**config.mk**
```make
export PLATFORM = sky130hd
export DESIGN_NAME = pnc_dist
export DESIGN_NICKNAME = d
export VERILOG_FILES = /design/src/rtl/pnc_pkg.sv /design/src/rtl/pnc_dist.sv
export SDC_FILE = /design/constraint.sdc
export NUM_CORES = 1
export LEC_CHECK = 0
export BUFFER_PORTS_ARGS = -buffer_cell sky130_fd_sc_hd__buf_2
export CORE_ASPECT_RATIO = 1.25
export CORE_MARGIN = 2
export CORE_UTILIZATION = 40
export DETAILED_ROUTE_END_ITERATION = 10
export PLACE_DENSITY = 0.54
export SYNTH_ARGS = -nofsm -noshare
export SYNTH_HDL_FRONTEND = slang
export SYNTH_SLANG_ARGS = --single-unit
```
**constraint.sdc**
```tcl
create_clock -name clk -period 6 [get_ports clk]
set_clock_uncertainty 0.2 [all_clocks]
set_input_delay 0.3 -clock clk [delete_from_list [all_inputs] [get_ports clk]]
set_output_delay 0.3 -clock clk [all_outputs]
set_load 0.02 [all_outputs]
```
**src/rtl/pnc_pkg.sv**
```systemverilog
package pnc_pkg;

	localparam int PALETTE_ENTRIES = 256;
	localparam int IDX_W           = $clog2(PALETTE_ENTRIES);
	localparam int COMP_W          = 6;
	localparam int SQ_W            = 2 * COMP_W;
	localparam int DIST_W          = 25;
	localparam int S_DATA_W        = 32;
	localparam int M_DATA_W        = 8;
	localparam int OUT_IDX_W       = 8;

	localparam logic [DIST_W-1:0] W_RED   = DIST_W'(30 * 30);
	localparam logic [DIST_W-1:0] W_GREEN = DIST_W'(59 * 59);
	localparam logic [DIST_W-1:0] W_BLUE  = DIST_W'(11 * 11);

	localparam logic [COMP_W-1:0] MASK_RED   = COMP_W'(63);
	localparam logic [COMP_W-1:0] MASK_GREEN = COMP_W'(0);
	localparam logic [COMP_W-1:0] MASK_BLUE  = COMP_W'(63);

	localparam logic KIND_LOAD  = 1'b0;
	localparam logic KIND_QUERY = 1'b1;

	typedef struct packed {
		logic [COMP_W-1:0] red;
		logic [COMP_W-1:0] green;
		logic [COMP_W-1:0] blue;
	} rgb_t;

	typedef struct packed {
		logic             valid;
		logic [IDX_W-1:0] idx;
	} tag_t;

	typedef enum logic [1:0] {
		ST_IDLE,
		ST_SCAN,
		ST_DRAIN
	} state_t;

endpackage

```
**src/rtl/pnc_dist.sv**
```systemverilog
module pnc_dist
	import pnc_pkg::*;
(
	input  logic              clk,
	input  logic              arst_n,
	input  tag_t              tag_in,
	input  rgb_t              entry,
	input  rgb_t              query,
	output tag_t              tag_out,
	output logic [DIST_W-1:0] distance,
	output logic              busy
);

	tag_t              tag_s2, tag_s3, tag_s4;
	logic [COMP_W-1:0] dr, dg, db;
	logic [SQ_W-1:0]   sq_r_s2, sq_g_s2, sq_b_s2;
	logic [DIST_W-1:0] w_r_s3, w_g_s3, w_b_s3;
	logic [DIST_W-1:0] dist_s4;

	always_comb begin
		dr = (entry.red   >= query.red)   ? entry.red   - query.red   : query.red   - entry.red;
		dg = (entry.green >= query.green) ? entry.green - query.green : query.green - entry.green;
		db = (entry.blue  >= query.blue)  ? entry.blue  - query.blue  : query.blue  - entry.blue;
	end

	always_ff @(posedge clk or negedge arst_n) begin
		if (!arst_n) begin
			tag_s2 <= '0;
			tag_s3 <= '0;
			tag_s4 <= '0;
		end else begin
			tag_s2 <= tag_in;
			tag_s3 <= tag_s2;
			tag_s4 <= tag_s3;
		end
	end

	always_ff @(posedge clk) begin
		sq_r_s2 <= SQ_W'(dr) * SQ_W'(dr);
		sq_g_s2 <= SQ_W'(dg) * SQ_W'(dg);
		sq_b_s2 <= SQ_W'(db) * SQ_W'(db);
		w_r_s3  <= DIST_W'(sq_r_s2) * W_RED;
		w_g_s3  <= DIST_W'(sq_g_s2) * W_GREEN;
		w_b_s3  <= DIST_W'(sq_b_s2) * W_BLUE;
		dist_s4 <= w_r_s3 + w_g_s3 + w_b_s3;
	end

	assign tag_out  = tag_s4;
	assign distance = dist_s4;
	assign busy     = tag_s2.valid | tag_s3.valid | tag_s4.valid;

endmodule

```
==> results of run 1 <==
worst max-delay path by stage:
| stage | to | startpoint | slack [ns] | cells past startpoint |
|---|---|---|---|---|
| after floorplan | sq_g_s2[11] | entry[6] | 0.59 | 23 |
| final | sq_r_s2[11] | entry[12] | 0.62 | 25 |
| after CTS | sq_r_s2[11] | entry[12] | 0.63 | 25 |
| after global placement | sq_b_s2[11] | entry[0] | 0.30 | 25 |
| after detailed placement | sq_r_s2[11] | entry[12] | 0.17 | 25 |
| after global routing | sq_r_s2[10] | entry[12] | 0.21 | 25 |
worst register-to-register path: stages (launching register included):
cell	delay, ns
dfxtp_1	0.41
ha_1	0.29
fa_1	0.55
inv_1	0.05
fa_1	0.47
inv_1	0.06
fa_1	0.51
fa_1	0.50
ha_1	0.28
o41ai_2	0.54
o21ai_1	0.21
a21o_1	0.21
a21oi_1	0.16
xnor2_1	0.14
kinds of logic after synthesis:
group           after synthesis  synth area share (%)
buf+inv                     261                  7.46
simple gates                221                  8.11
other cells                   2                0.0568
flops                       145                  23.0
fa+ha+maj                   385                  43.2
xor+xnor                     92                  6.26
mux                           9                 0.681
compound gates              230                  11.2
state kept, by name, summed over array words and instances, names as in the netlist:
signal / count
w_r_s3: 19
sq_g_s2: 11
w_g_s3: 23
tag_s2: 9
sq_b_s2: 11
w_b_s3: 18
tag_s3: 9
sq_r_s2: 11
distance: 25
tag_out: 9
layout by cell type, fill, tap and decap left out, types with 6 or more instances in the layout:
master         netlist  final
nand3_1             12     12
nand4_1              6      6
mux2i_1              9      9
dfxtp_1            118    118
nor2_1              89     89
o21ai_0             39     39
clkbuf_16            0     17
a31oi_1              7      7
o21a_1              16     16
inv_1              252    252
xnor2_1             57     57
buf_4                0      6
buf_2                5     81
nor2b_1             13     13
dlygate4sd3_1        0     10
nand2_1             35     35
fa_1               120    120
nand2b_1            11     11
a21o_1              21     21
nor3_1              17     17
a211oi_1             7      7
xor2_1              32     32
a21oi_1             85     85
o21bai_1            13     13
ha_1               265    265
dfrtp_1             27     27
final cells by class:
type	instances	area share (%)
repair buffers	97	3.70
clock buffers	18	2.89
flip-flops and latches	145	20.4
multi-input cells	942	62.0
well taps	418	3.52
inverters	253	6.39
clock inverters	14	1.07
per-layer routing:
metal | share of wire (%) | up-vias | wire (um)
met3 | 2.5 | 28 | 612
li1 | - | 4648 | -
met4 | 1.9 | 0 | 462
met2 | 51 | 131 | 12400
met1 | 45 | 4217 | 10900
met5 | 0 | - | 0
stage by stage:
stage                     util [%]  setup slack, ns
after floorplan                  -            0.588
after global placement        43.5            0.296
after detailed placement      43.5            0.166
after CTS                     45.6            0.626
after global routing          45.6            0.214
final                         45.6            0.620
what timing repair did:
item,in CTS,in global routing
hold buffers,10,0
buffers inserted,0,0
resized for setup,0,0
endpoints found under the hold margin,36,0
==> run_results.csv, run 1 <==
group,metric,value,unit
critical_path,endpoint_kind,"flip-flop",
finish,fill_cells,3152,
timing,fin_tns_setup,0,ns
drt,drc_errors,0,
finish,final_nets,1888,
drt,drt.antenna.violating_nets,0,
critical_path,cp_slowest_stage_delay,0.54,ns
clock_network,cts_buffer_depth,2,
grt,gr-total-overflow,0,
synthesis,async_flop_share,18.6,%
grt,grt_pass1_vias,9239,
min_path,hold_start,"tag_s2[6]",
die,die_width,167,um
grt,track_usage,14.9,%
synthesis,yosys_warnings,0,
die,start_util,40.6,%
place,dpl.cell_count,1845,
place,place_congestion,0.861,
drt,wirelength,24400,um
critical_path,reg2reg_from,"sq_g_s2[8]",
grt,grt_busiest_layer,"met2",
synthesis,synthTopCellsByArea,"ha_1 (25%), fa_1 (18%), dfxtp_1 (18%)",
timing,setup_violations,0,
synthesis,yosys-top-cells-count,"ha_1 (265), inv_1 (252), fa_1 (120), dfxtp_1 (118), nor2_1 (89)",
synthesis,synth_top_area_cell,"ha_1",
timing,tightest_slew,0.597,ns
timing,rsz0062_at_grt,"false",
drt,vias,9024,
die,die_h,207,um
drt,firstDrtPassIters,7,
clock_network,cts_sinks,145,
timing,fin_crit,5.38,ns
critical_path,reg2regPathDepth,13,
drt,vias_per_cell,4.78,
clock_network,clk_transition_reported_paths,0.07,ns
status,status,"complete, no violations",
synthesis,synthCells,1345,
synthesis,synth-seq-area-share,23.0,%
grt,grt_pass1_wl,42600,um
min_path,hold_depth,0,
synthesis,synth_edf_count,0,
grt,antenna_found_initial,0,
grt,use_met3,2.14,%
synthesis,synth_top_area_share,25.1,%
finish,area_growth,12.4,%
die,num_rows,74,
finish,n_antenna_cell,0,
critical_path,cp_slowest_cell,"fa_1",
critical_path,critPathTopFamily,"adder cells",
timing,hold_viol,0,
drt,dr.first_iter.drc_count,250,
clock_network,cts_tree,"yes",
grt,gr-usage-met1,18.3,%
critical_path,critPathMaxFanout,6,
finish,seqCellArea,3040,um2
min_path,hold-path-endpoint,"tag_s3[6]",
critical_path,path_class,"in -> reg",
timing,fmax,186,MHz
clock_network,cts_max_level,4,
finish,multiInputGateArea,9210,um2
timing,final.period_utilization,89.7,%
drt,routedWlPerCell,12.9,um
finish,drive_gt1_share,9.60,%
synthesis,syn_avg_cell_area,9.83,um2
place,placed_area,14200,um2
synthesis,synth_ff_type,"dfxtp_1",
flow_run,drv_cap,0,
synthesis,synth_most_common_cell,"ha_1",
die,core,32600,um2
die,io_pins,82,
critical_path,arrival,5.49,ns
die,die-area,34500,um2
finish,fin_area,14900,um2
grt,grt_max_degree,28,
finish,instances_no_fill,1887,
clock_network,insertion_delay,0.43,ns
synthesis,netlist_area,13200,um2
timing,whs,0.143,ns
critical_path,worst-path-buf-inv,5,
timing,slew_viol_final,0,
synthesis,synth_cell_types,71,
place,detailed_place_hpwl,21100,um
timing,maxSlewHeadroom,59.2,%
critical_path,crit_required,6.11,ns
clock_network,cts_buffers,17,
place,port_buffers,81,
synthesis,ys_ff_latch,145,
grt,gr-usage-met2,26.9,%
critical_path,r2r_slack,1.33,ns
critical_path,worstSetupStartpointType,"primary input",
critical_path,worstReg2RegEnd,"w_g_s3[21]",
min_path,hold_path.class,"reg -> reg",
clock_network,root_buffer,"clkbuf_16",
Power of run 1 is left out: the tool's default activity adds up to more than one toggle a clock period on the data nets, which glitch-free logic cannot reach.
==> run 2, diff against run 1 <==
--- a/config.mk
+++ b/config.mk
@@ -10,7 +10,7 @@
 export CORE_MARGIN = 2
 export CORE_UTILIZATION = 40
 export DETAILED_ROUTE_END_ITERATION = 10
-export PLACE_DENSITY = 0.54
+export PLACE_DENSITY_LB_ADDON = 0.15
 export SYNTH_ARGS = -nofsm -noshare
 export SYNTH_HDL_FRONTEND = slang
 export SYNTH_SLANG_ARGS = --single-unit
==> run 2 against run 1 <==
Core utilization is 0.11 points higher; maximum frequency is 0.60% lower; count of clock-buffer cells in the layout is 1 lower; sequential cell count stayed put; worst setup slack worse by 0.032 ns; worst hold slack worse by 0.0020 ns; critical path type unchanged.
==> run_results.csv, run 2 (synthesized netlist as in run 1, its figures left out) <==
group,metric,value,unit
status,status,"complete, no violations",
finish,final_common_cell,"ha_1",
clock_network,cts_buffer_depth,2,
clock_network,clk_transition_reported_paths,0.07,ns
critical_path,reg2regPathDepth,13,
grt,antenna_found_initial,0,
critical_path,critPathMaxFanout,6,
timing,slew_viol_final,0,
grt,gr-total-overflow,0,
finish,multiInputGateArea,9210,um2
clock_network,cts_tree,"yes",
timing,fin_crit,5.41,ns
clock_network,cts_buffers,17,
clock_network,cts_sinks,145,
clock_network,cts_max_level,4,
timing,rsz0062_at_grt,"false",
finish,n_antenna_cell,0,
critical_path,worstReg2RegEnd,"w_g_s3[21]",
drt,drc_errors,0,
die,core,32600,um2
die,num_rows,74,
place,preCtsSetupSlack,0.173,ns
grt,track_usage,14.9,%
die,die_width,167,um
critical_path,arrival,5.52,ns
drt,wirelength,24600,um
die,die-area,34500,um2
timing,maxSlewHeadroom,62.9,%
finish,area_growth,12.6,%
min_path,hold_depth,0,
critical_path,r2r_slack,1.31,ns
critical_path,reg2reg_from,"sq_g_s2[8]",
min_path,hold_path.class,"reg -> reg",
clock_network,cts_setup_buffers,0,
timing,final.period_utilization,90.2,%
drt,dr.first_iter.drc_count,320,
timing,tightest_slew,0.542,ns
timing,fmax,185,MHz
flow_run,drv_cap,0,
clock_network,cts_resized,0,
finish,largest_register_ffs,25,
min_path,hold-path-endpoint,"tag_out[3]",
finish,drive_gt1_share,9.73,%
die,io_pins,82,
critical_path,worstSetupStartpointType,"primary input",
timing,setup_violations,0,
timing,fin_tns_setup,0,ns
timing,setup_slack,0.588,ns
clock_network,root_buffer,"clkbuf_16",
finish,fill_cells,3189,
grt,grt_max_degree,28,
drt,drt.antenna.violating_nets,0,
finish,final_cell_mix,"ha_1 (265), inv_1 (252), fa_1 (120)",
critical_path,path_class,"in -> reg",
drt,vias_per_cell,4.76,
drt,firstDrtPassIters,4,
finish,seqCellArea,3040,um2
place,detailed_place_hpwl,21500,um
drt,routedWlPerCell,13.0,um
clock_network,insertion_delay,0.42,ns
drt,vias,8994,
finish,final_nets,1889,
die,start_util,40.6,%
place,place_congestion,0.845,
critical_path,endpoint_kind,"flip-flop",
timing,hold_viol,0,
grt,grt_pass1_wl,42700,um
grt,grt_pass1_vias,9309,
critical_path,crit_required,6.11,ns
die,die_h,207,um
place,port_buffers,81,
min_path,hold_start,"tag_s3[3]",
-- run 2: changes by cell type in the layout (fill, tap and decap cells not counted), sizes merged --
cell	previous run	this run
clkbuf	18	17
inv	262	261
clkinv	2	4
buf	87	88
-- run 2: what timing repair did --
action                                  CTS  global route
endpoints found under the hold margin    36             0
endpoints found under the setup margin    0             0
hold buffers                             10             0
-- run 2: layout make-up --
| type | instances | share of cell area (%) |
|---|---|---|
| Clock buffer | 17 | 2.86 |
| Clock inverter | 15 | 1.28 |
| Inverter | 253 | 6.37 |
| Multi-Input combinational cell | 942 | 61.8 |
| Sequential cell | 145 | 20.4 |
| Tap cell | 418 | 3.51 |
| Timing Repair Buffer | 98 | 3.75 |
-- run 2: layer usage --
metal / vias to the layer above / track usage [%] / part of all wire, %
met3: 22 / 1.73 / 2.0
met4: 0 / 3.86 / 1.2
met1: 4237 / 18.2 / 44
met2: 88 / 27.6 / 53
li1: 4647 / - / -
met5: - / 0 / 0
-- run 2: worst max-delay path by stage --
stage                     startpoint          end  slack [ns]
after CTS                   entry[0]  sq_b_s2[10]        0.58
after detailed placement    entry[0]  sq_b_s2[11]        0.17
after floorplan             entry[6]  sq_g_s2[11]        0.59
final                       entry[0]  sq_b_s2[11]        0.59
after global routing        entry[0]  sq_b_s2[11]        0.16
after global placement      entry[0]  sq_b_s2[11]        0.25
-- run 2: through the flow --
| stage | util (%) | instances | hold slack, ns | area, um2 |
|---|---|---|---|---|
| finish | 45.7 | 1888 | 0.141 | 14900 |
| CTS | 45.7 | 1888 | 0.147 | 14900 |
| global route | 45.7 | 1888 | 0.154 | 14900 |
| global placement | 43.5 | 1846 | 0.114 | 14200 |
| detailed placement | 43.5 | 1846 | 0.123 | 14200 |
| floorplan | - | 1348 | -0.196 | 13200 |
-- run 2: critical path: stages --
cell and delay [ns]:
buf_2 0.11, inv_1 0.05, ha_1 0.16, inv_1 0.05, fa_1 0.40, a21oi_1 0.16, o21ai_1 0.10, or2_1 0.35
a311oi_1 0.29, or3_1 0.17, and2_1 0.21, nor2_1 0.08, fa_1 0.53, inv_1 0.07, fa_1 0.51, fa_1 0.56
inv_1 0.04, ha_1 0.32, a21o_1 0.19, a21oi_1 0.21, o21bai_1 0.09, a21oi_1 0.22, o21bai_1 0.09, a21oi_1 0.17
xnor2_1 0.09
Power of run 2 is left out for the same reason.
==> run 3, diff against run 2 <==
==> constraint.sdc (replaced) <==
create_clock -name clk -period 6 [get_ports clk]
set_clock_uncertainty 0.2 [all_clocks]
set_input_delay 1.5 -clock clk [delete_from_list [all_inputs] [get_ports clk]]
set_output_delay 1.5 -clock clk [all_outputs]
set_load 0.02 [all_outputs]
==> run 3 against run 2 <==
Sequential share of layout area fell by 1.4 points; critical path depth did not move; global-route usage rose by 0.41 points; via count rose by 5.1%; register-to-register slack improved by 0.03 ns; non-clock buffer count rose by 104; first-iteration DRC count fell by 4.4%; die area did not move; worst hold slack improved by 0.0056 ns; critical endpoint is now sq_g_s2[10]; cell count rose by 5.5%; design area rose by 7.5%; sequential cell count did not move; critical path type unchanged.
==> run_results.csv, run 3 (synthesized netlist as in run 1, its figures left out) <==
group,metric,value,unit
die,die_h,207,um
critical_path,cp-endpoint,"sq_g_s2[10]",
status,status,"complete, no violations",
critical_path,cp_slowest_stage_delay,0.53,ns
timing,whs,0.147,ns
clock_network,cts_tree,"yes",
place,place_congestion,0.858,
clock_network,insertion_delay,0.42,ns
drt,firstDrtPassIters,4,
critical_path,arrival,6.06,ns
clock_network,clk_transition_reported_paths,0.07,ns
timing,fin_crit,5.91,ns
die,core,32600,um2
timing,maxSlewHeadroom,63.5,%
timing,final.period_utilization,98.5,%
grt,track_usage,15.3,%
grt,grt_pass1_wl,44000,um
critical_path,reg2reg_from,"sq_g_s2[9]",
die,start_util,40.6,%
critical_path,endpoint_kind,"flip-flop",
critical_path,worst-path-buf-inv,6,
timing,setup_slack,0.0889,ns
drt,dr.first_iter.drc_count,306,
clock_network,cts_max_level,4,
critical_path,reg2regPathDepth,13,
die,num_rows,74,
flow_run,drv_cap,0,
finish,area_growth,21.1,%
die,io_pins,82,
clock_network,cts_buffer_depth,2,
place,preCtsSetupSlack,-0.646,ns
timing,tightest_slew,0.534,ns
drt,drc_errors,0,
grt,grt_max_degree,28,
critical_path,critPathTopFamily,"adder cells",
drt,vias_per_cell,4.75,
finish,instances_no_fill,1992,
timing,fmax,169,MHz
critical_path,path_class,"in -> reg",
clock_network,root_buffer,"clkbuf_16",
clock_network,ctsHoldBuffers,0,
finish,n_antenna_cell,0,
timing,rsz0062_at_grt,"true",
timing,setup_violations,0,
drt,drt.antenna.violating_nets,0,
critical_path,worstSetupStartpointType,"primary input",
clock_network,cts_buffers,17,
drt,routedWlPerCell,12.8,um
drt,vias,9453,
critical_path,critPathMaxFanout,5,
critical_path,r2r_slack,1.34,ns
critical_path,critPathLaunch,"entry[6]",
finish,final_nets,1993,
timing,slew_viol_final,0,
die,die-area,34500,um2
place,dpl.cell_count,1948,
die,die_width,167,um
place,detailed_place_hpwl,22100,um
drt,wirelength,25500,um
critical_path,crit_required,6.15,ns
timing,hold_viol,0,
finish,drive_gt1_share,20.3,%
grt,grt_pass1_vias,9740,
min_path,hold_path.class,"reg -> reg",
clock_network,cts_sinks,145,
finish,largest_register_ffs,25,
grt,antenna_found_initial,0,
place,port_buffers,81,
finish,fin_util,49.2,%
critical_path,cp_slowest_cell,"fa_1",
critical_path,path_depth,25,
critical_path,worstReg2RegEnd,"w_g_s3[21]",
finish,final_cell_mix,"ha_1 (259), inv_1 (240), dfxtp_1 (118), buf_4 (118), fa_1 (117)",
finish,final_common_cell,"ha_1",
grt,gr-total-overflow,0,
[run 3: through the flow]
| stage | area (um2) | TNS, ns |
|---|---|---|
| after floorplan | 13500 | -1.33 |
| after detailed placement | 15200 | -5.65 |
| after CTS | 15900 | -0.0282 |
| final | 16000 | 0 |
| after global placement | 15200 | -4.15 |
| after global routing | 16000 | -0.517 |
[run 3: what timing repair did]
item	4_1_cts	5_1_grt
buffers inserted	9	3
setup endpoints to repair	6	9
gates resized for setup	24	23
pin swaps	39	31
endpoints found under the hold margin	0	0
gates cloned	0	0
[run 3: worst reg2reg max path: cells and delay by family (launching register included)]
kind,cells,cell delay [ns]
XOR/XNOR,1,0.14
AO/OA/AOI/OAI,4,1.10
buffers and inverters,2,0.21
adder cells (fa/ha/maj),6,2.51
flip-flops,1,0.42
[run 3: per-layer routing]
layer  global-route usage [%]  vias to the layer above  part of all wire (%)
met4                     4.37                        0                   1.9
met3                     1.91                       27                   1.6
met1                     17.8                     4472                    43
li1                         -                     4861                     -
met5                        0                        -                     0
met2                     29.2                       93                    53
[run 3: how the worst min path moves through the flow]
| stage | startpoint | to | slack, ns | cells past startpoint |
|---|---|---|---|---|
| CTS | tag_s3[2] | tag_out[2] | 0.15 | 0 |
| global route | tag_s2[6] | tag_s3[6] | 0.15 | 0 |
| floorplan | tag_s3[0] | tag_out[0] | 0.13 | 0 |
| global placement | tag_s3[4] | tag_out[4] | 0.13 | 0 |
| finish | tag_s2[5] | tag_s3[5] | 0.15 | 0 |
| detailed placement | tag_s3[2] | tag_out[2] | 0.13 | 0 |
[run 3: cell type report]
| cell class | count | area, um2 |
|---|---|---|
| tap | 418 | 523 |
| clock inverter | 14 | 160 |
| clock buffer | 18 | 429 |
| fill | 3085 | 16600 |
| inverter | 253 | 987 |
| sequential | 145 | 3040 |
| multi-input combinational | 942 | 9510 |
| timing repair buffer | 202 | 1370 |
Power of run 3 is left out for the same reason.
